==> config.mk <==
export PLATFORM = sky130hd
export DESIGN_NAME = clr_divider
export DESIGN_NICKNAME = d
export VERILOG_FILES = /design/src/hdl/clr_divider.sv
export SDC_FILE = /design/constraint.sdc
export NUM_CORES = 1
export LEC_CHECK = 0
export ABC_AREA = 1
export BUFFER_PORTS_ARGS = -buffer_cell sky130_fd_sc_hd__buf_4
export CORE_ASPECT_RATIO = 0.75
export CORE_MARGIN = 4
export CORE_UTILIZATION = 30
export DETAILED_ROUTE_END_ITERATION = 10
export PLACE_DENSITY = 0.46
export RECOVER_POWER = 25
export SYNTH_ARGS = -nofsm -noshare
export SYNTH_HDL_FRONTEND = slang
export SYNTH_SLANG_ARGS = --single-unit
export TNS_END_PERCENT = 30
==> constraint.sdc <==
create_clock -name clock -period 4.1 [get_ports clock]
set_clock_uncertainty 0.05 [all_clocks]
set_input_delay 0.82 -clock clock [delete_from_list [all_inputs] [get_ports clock]]
set_output_delay 0.82 -clock clock [all_outputs]
set_load 0.05 [all_outputs]
==> src/hdl/clr_divider.sv <==
// Iterative signed divider, truncating toward zero, one quotient bit per cycle.
// Zero divisor gives a zero quotient. No dependencies.
`timescale 1ns / 1ps
`default_nettype none

module clr_divider #(
   parameter int NW = 34,
   parameter int DW = 17
) (
   input  wire logic                 clock,
   input  wire logic                 reset,
   input  wire logic                 start,
   input  wire logic signed [NW-1:0] num,
   input  wire logic signed [DW-1:0] den,
   output logic                      done,
   output logic signed [NW-1:0]      quo
);

   localparam int CNT_W = $clog2(NW + 1);

   logic             busy_ff;
   logic             done_ff;
   logic [CNT_W-1:0] cnt_ff;
   logic [DW-1:0]    rem_ff;
   logic [NW-1:0]    q_ff;
   logic [DW-1:0]    dmag_ff;
   logic             neg_ff;
   logic             zero_ff;

   logic [DW:0]      rsh;
   logic             fit;

   assign rsh = {rem_ff, q_ff[NW-1]};
   assign fit = rsh >= {1'b0, dmag_ff};

   always_ff @(posedge clock) begin
      if (reset) begin
         busy_ff <= 1'b0;
         done_ff <= 1'b0;
         cnt_ff  <= '0;
      end else begin
         done_ff <= 1'b0;
         if (start) begin
            busy_ff <= 1'b1;
            cnt_ff  <= CNT_W'(NW);
            rem_ff  <= '0;
            q_ff    <= num[NW-1] ? NW'(-num) : NW'(num);
            dmag_ff <= den[DW-1] ? DW'(-den) : DW'(den);
            neg_ff  <= num[NW-1] ^ den[DW-1];
            zero_ff <= (den == '0);
         end else if (busy_ff) begin
            rem_ff <= fit ? DW'(rsh - {1'b0, dmag_ff}) : rsh[DW-1:0];
            q_ff   <= {q_ff[NW-2:0], fit};
            cnt_ff <= cnt_ff - CNT_W'(1);
            if (cnt_ff == CNT_W'(1)) begin
               busy_ff <= 1'b0;
               done_ff <= 1'b1;
            end
         end
      end
   end

   assign done = done_ff;
   assign quo  = zero_ff ? '0 : (neg_ff ? -$signed(q_ff) : $signed(q_ff));

endmodule

`default_nettype wire

# After elaboration in Yosys (flattened, before gate mapping)
# Index checks and enable logic that the tools add are counted.
[classes]
bitwise_logic = 3
n_addsub = 5
n_reduce_logical = 6
n_lt_le_gt_ge = 1
n_eq_ne = 1
muxes = 14
[op_table]
columns = ["cell", "count"]
rows = [
  ["$mux W34", 5],
  ["$neg A34 Y34", 2],
  ["$mux W17", 2],
  ["$ge A18 B17 Y1", 1],
  ["$logic_not A17 Y1", 1],
  ["$neg A17 Y17", 1],
  ["$sub A17 B17 Y17", 1],
  ["$mux W16", 1],
  ["$mux W6", 2],
  ["$eq A6 B1 Y1 const B", 1],
  ["$sub A6 B1 Y6 const B", 1],
  ["$mux W1", 4],
  ["$reduce_and A2 Y1", 2],
  ["$reduce_or A3 Y1", 1],
  ["$not A1 Y1", 2],
  ["$reduce_bool A2 Y1", 1],
  ["$reduce_or A2 Y1", 1],
  ["$xor A1 B1 Y1", 1],
]
[totals]
in_bits = 54
wordCells = 40
out_inout_bits = 35
register_bits = 78

# Logic depth before layout (Yosys ltp)
[logic_depth]
depth_word = 4
ltp_mapped = 14
ltp_nobuf = 14

# Worst setup path before layout
# No wires, ideal clock.
[synth_path]
path_type = "input port to flip-flop"
start = "in start"
end = "reg q_ff[0], enable pin"
path_buffers = 1
path_slack_ps = 310
arrival_time_ps = 3330
stages = 5
required_time_ps = 3640
path_cell_list = "buf_2 clkinv_1 nor2_1 inv_1 nand2_1"
[synth_between]
elab_chain_len = 2
[synth_lines]
columns = ["element", "line_no", "text"]
rows = [
  ["start: declaration", "12", "input wire logic start,"],
  ["$reduce_bool A2 Y1 (no line)", "n/a", ""],
  ["$reduce_and A2 Y1 (no line)", "n/a", ""],
  ["end signal: assignment", "47", "q_ff <= num[NW-1] ? NW'(-num) : NW'(num);"],
  ["end signal: assignment", "53", "q_ff <= {q_ff[NW-2:0], fit};"],
  ["end: declaration", "25", "logic [NW-1:0] q_ff;"],
]
# No other way between the ends.
# A chain may end at the register's enable or synchronous reset.

# Worst setup path in the final report
[layout_path]
start = "reg q_ff[12]"
end = "out quo[31]"
[layout_between]
elab_chain_len = 3
[layout_lines]
columns = ["element", "line_no", "text"]
rows = [
  ["$neg A34 Y34", "64", "assign quo = zero_ff ? '0 : (neg_ff ? -$signed(q_ff) : $signed(q_ff));"],
  ["$mux W34 (2 in series)", "64", ""],
  ["end: declaration", "16", "output logic signed [NW-1:0] quo"],
]
# No other way between the ends.

==> results.py <==
metrics = {
    "place": {
        "dp.final_hpwl_microns": 17300,
        "dp.cells": 1404,
        "gp_congestion": 0.857,
        "port_buffers": 88,
        "placed_cell_area_sq_um": 7900,
    },
    "worst_setup_path": {
        "worstPathArrival_ns": 2.34,
        "crit_path_top_delay_cell": "edfxtp_1",
        "worst_path_largest_cell_delay_ns": 0.38,
        "end_kind": "output port",
        "crit_top_cell": "nand2_1",
        "path_class": "flip-flop to output port",
        "cp_max_fo": 5,
        "worstPathCellList": "inv_1, nand2_1, nor3_1, nand2_1, nor2_1, nand3_1, nand3_1, nand2_1, nor2_1, buf_4",
        "cp.required_ns": 3.23,
        "cp-start-kind": "flip-flop",
    },
    "cells_and_area": {
        "register_area_sq_um": 2260,
        "drive_gt1_share_pct": 14.6,
        "post-route-cell-area_sq_um": 8230,
        "multi_input_area_sq_um": 3990,
        "num_antenna_cells": 0,
        "n_fill_cell": 2452,
        "final_net_count": 1199,
        "stdcell_count": 1420,
        "syn_to_final_growth_pct": 18.5,
    },
    "logic_synthesis": {
        "synth.largest_area_cell": "edfxtp_1",
        "synth.net_count": 1119,
        "synth_edf_count": 70,
        "syn_area_per_cell_sq_um": 6.67,
        "synth_flop_cell": "edfxtp_1",
        "ys_seq_area_share_pct": 32.6,
        "syn_inst": 1041,
        "synth_xor_area_share_pct": 4.67,
        "yosysUniqueCellTypes": 43,
        "yosysWarningCount": 0,
        "synthAdderAreaFrac_pct": 4.43,
        "synth_top_family_by_area": "simple AND/OR/NAND/NOR gates",
        "synth-seq-cells": 78,
        "synth.top_cell.area_share_pct": 30.3,
        "synth-compound-area-share_pct": 8.60,
        "synth_area_leaders": "edfxtp_1, nand2_1, inv_1",
        "netlist_area_sq_um": 6940,
        "synthArstFlopShare_pct": 0,
        "muxShareOfSynthArea_pct": 0,
        "synthSimpleGateAreaFrac_pct": 39.7,
    },
    "outcome": {
        "violations": "max-capacitance violations, max-slew violations",
        "status": "finished with violations",
    },
    "global_routing": {
        "grt_max_degree": 53,
        "grt_pass1_wl_microns": 34100,
        "grt_usage_pct": 16.8,
        "antenna_found_initial": 0,
        "grt_pass1_vias": 6022,
        "overflow": 0,
    },
    "floorplan": {
        "initial_core_util_pct": 31.0,
        "dieWidth_microns": 184,
        "rows": 47,
        "core_area_sq_um": 22400,
        "ioPinCount": 89,
        "die_h_microns": 140,
        "dieArea_sq_um": 25700,
    },
    "timing": {
        "min_period_over_period_pct": 78.4,
        "worst_pin_slew_ns": 1.76,
        "fmax_ghz": 0.311,
        "setup_tns_ns": 0,
        "slew_violations": 39,
        "rsz0062_at_grt": "false",
        "min_period_ns": 3.21,
        "hold_viol": 0,
        "setup-violations-final": 0,
        "maxSlewHeadroom_pct": -17.2,
    },
    "power_and_ir_drop": {
        "combPwrFrac_pct": 34.1,
        "swShare_pct": 36.7,
        "switchingPower_uw": 1120,
        "p_total_uw": 3050,
        "clkPwrFrac_pct": 31.3,
        "irDropWorstVdd_uv": 192,
        "internal-power_uw": 1930,
        "leakage_uw": 0.00390,
        "p_seq_share_pct": 34.6,
        "p_per_area_nw_per_um2": 370,
    },
    "job": {
        "max_cap_violations": 1,
    },
    "clock_tree": {
        "cts_tree": "yes",
        "clockBufferDepth": 2,
        "clk_latency_ns": 0.34,
        "cts_setup_buffers": 0,
        "numCtsBuffers": 9,
        "cts.sinks": 78,
        "htreeDepth": 3,
        "clockRootBuffer": "clkbuf_16",
        "cts_hold_buf": 0,
        "ctsResizeCount": 0,
        "clkTransAtPathRegs_ns": 0.06,
    },
    "detailed_routing": {
        "viasPerCell": 4.73,
        "drc": 0,
        "wire_per_inst_microns": 15.3,
        "first_pass_iters": 5,
        "dr_total_vias": 6711,
        "drt_iter0_drc": 616,
        "ant_nets": 0,
        "routed_wl_microns": 21700,
    },
    "worst_hold_path": {
        "worst_hold_path_type": "flip-flop to flip-flop",
    },
}
## routing by layer
metal  share of wire (%)  up-vias  global-route usage (%)
li1                    -     3525                       -
met1                  60     2991                    30.8
met2                  34      185                    19.5
met3                 6.2       10                    2.14
met4                0.56        0                    2.70
met5                   0        -                       0
## critical path, delay by kind of cell, from the launching register on
family	cells	cell delay [ns]
AND/OR/NAND/NOR	8	1.19
buffers and inverters	2	0.42
flip-flops	1	0.38
## registers in the layout, indices dropped and copies added (netlist names)
register / count
neg_ff: 1
busy_ff: 1
q_ff: 34
dmag_ff: 17
cnt_ff: 6
zero_ff: 1
rem_ff: 17
done: 1
## power by group through the flow
stage	Sequential [uW]	Clock (uW)	Combinational, uW
floorplan	1040	0	771
global placement	1070	0	1040
detailed placement	1070	0	1040
CTS	1050	973	1040
global route	1060	1010	1180
finish	1050	953	1040
## path summary, 6_finish.rpt
| path | startpoint | end | slack [ns] | depth (start not counted) |
|---|---|---|---|---|
| max | q_ff[12] | quo[31] | 0.89 | 10 |
| min reg2reg | cnt_ff[3] | cnt_ff[3] | 0.48 | 2 |
| max reg2reg | q_ff[33] | rem_ff[14] | 1.48 | 12 |
| min | cnt_ff[3] | cnt_ff[3] | 0.48 | 2 |
## cell type report
| cell class | instances | area share [%] |
|---|---|---|
| Clock buffer | 9 | 2.74 |
| Sequential cell | 78 | 27.5 |
| Timing Repair Buffer | 92 | 8.21 |
| Clock inverter | 7 | 1.46 |
| Tap cell | 294 | 4.47 |
| Multi-Input combinational cell | 783 | 48.5 |
| Inverter | 157 | 7.16 |
## stage by stage
step | setup slack, ns | utilization, % | hold slack [ns]
5_1_grt | 0.571 | 36.7 | 0.528
4_1_cts | 0.844 | 36.8 | 0.475
3_5_place_dp | 1.16 | 35.2 | 0.463
2_1_floorplan | 0.310 | - | 0.449
3_3_place_gp | 1.16 | 35.2 | 0.466
6_report | 0.887 | 36.7 | 0.477
## Yosys cell counts, drive strengths merged, types with 3 or more instances
library cell and number:
nand2 291, inv 155, nor2 154, nand3 101
edfxtp 70, o21ai 65, a21oi 42, xor2 24
ha 23, nand4 20, nor3 16, nand3b 13
xnor2 13, clkbuf 12, buf 11, dfxtp 8
and2 5, nor3b 3, o22ai 3, or2 3
## cell families (layout without fill, tap and decap cells)
family	Yosys count	in the layout
AO/OA/AOI/OAI	114	114
adder cells (fa/ha/maj)	24	24
AND/OR/NAND/NOR	608	608
buffers and inverters	180	265
flip-flops	78	78
XOR/XNOR	37	37
## cells in the final DEF, fill, tap and decap left out, drive strengths merged, types with 20 or more instances in the layout
| cell | instances |
|---|---|
| xor2 | 24 |
| buf | 86 |
| inv | 157 |
| nand3 | 101 |
| a21oi | 42 |
| nand2 | 291 |
| nand4 | 20 |
| edfxtp | 70 |
| ha | 23 |
| nor2 | 154 |
| o21ai | 65 |
Note: power is estimated with default switching activity, not from simulation.
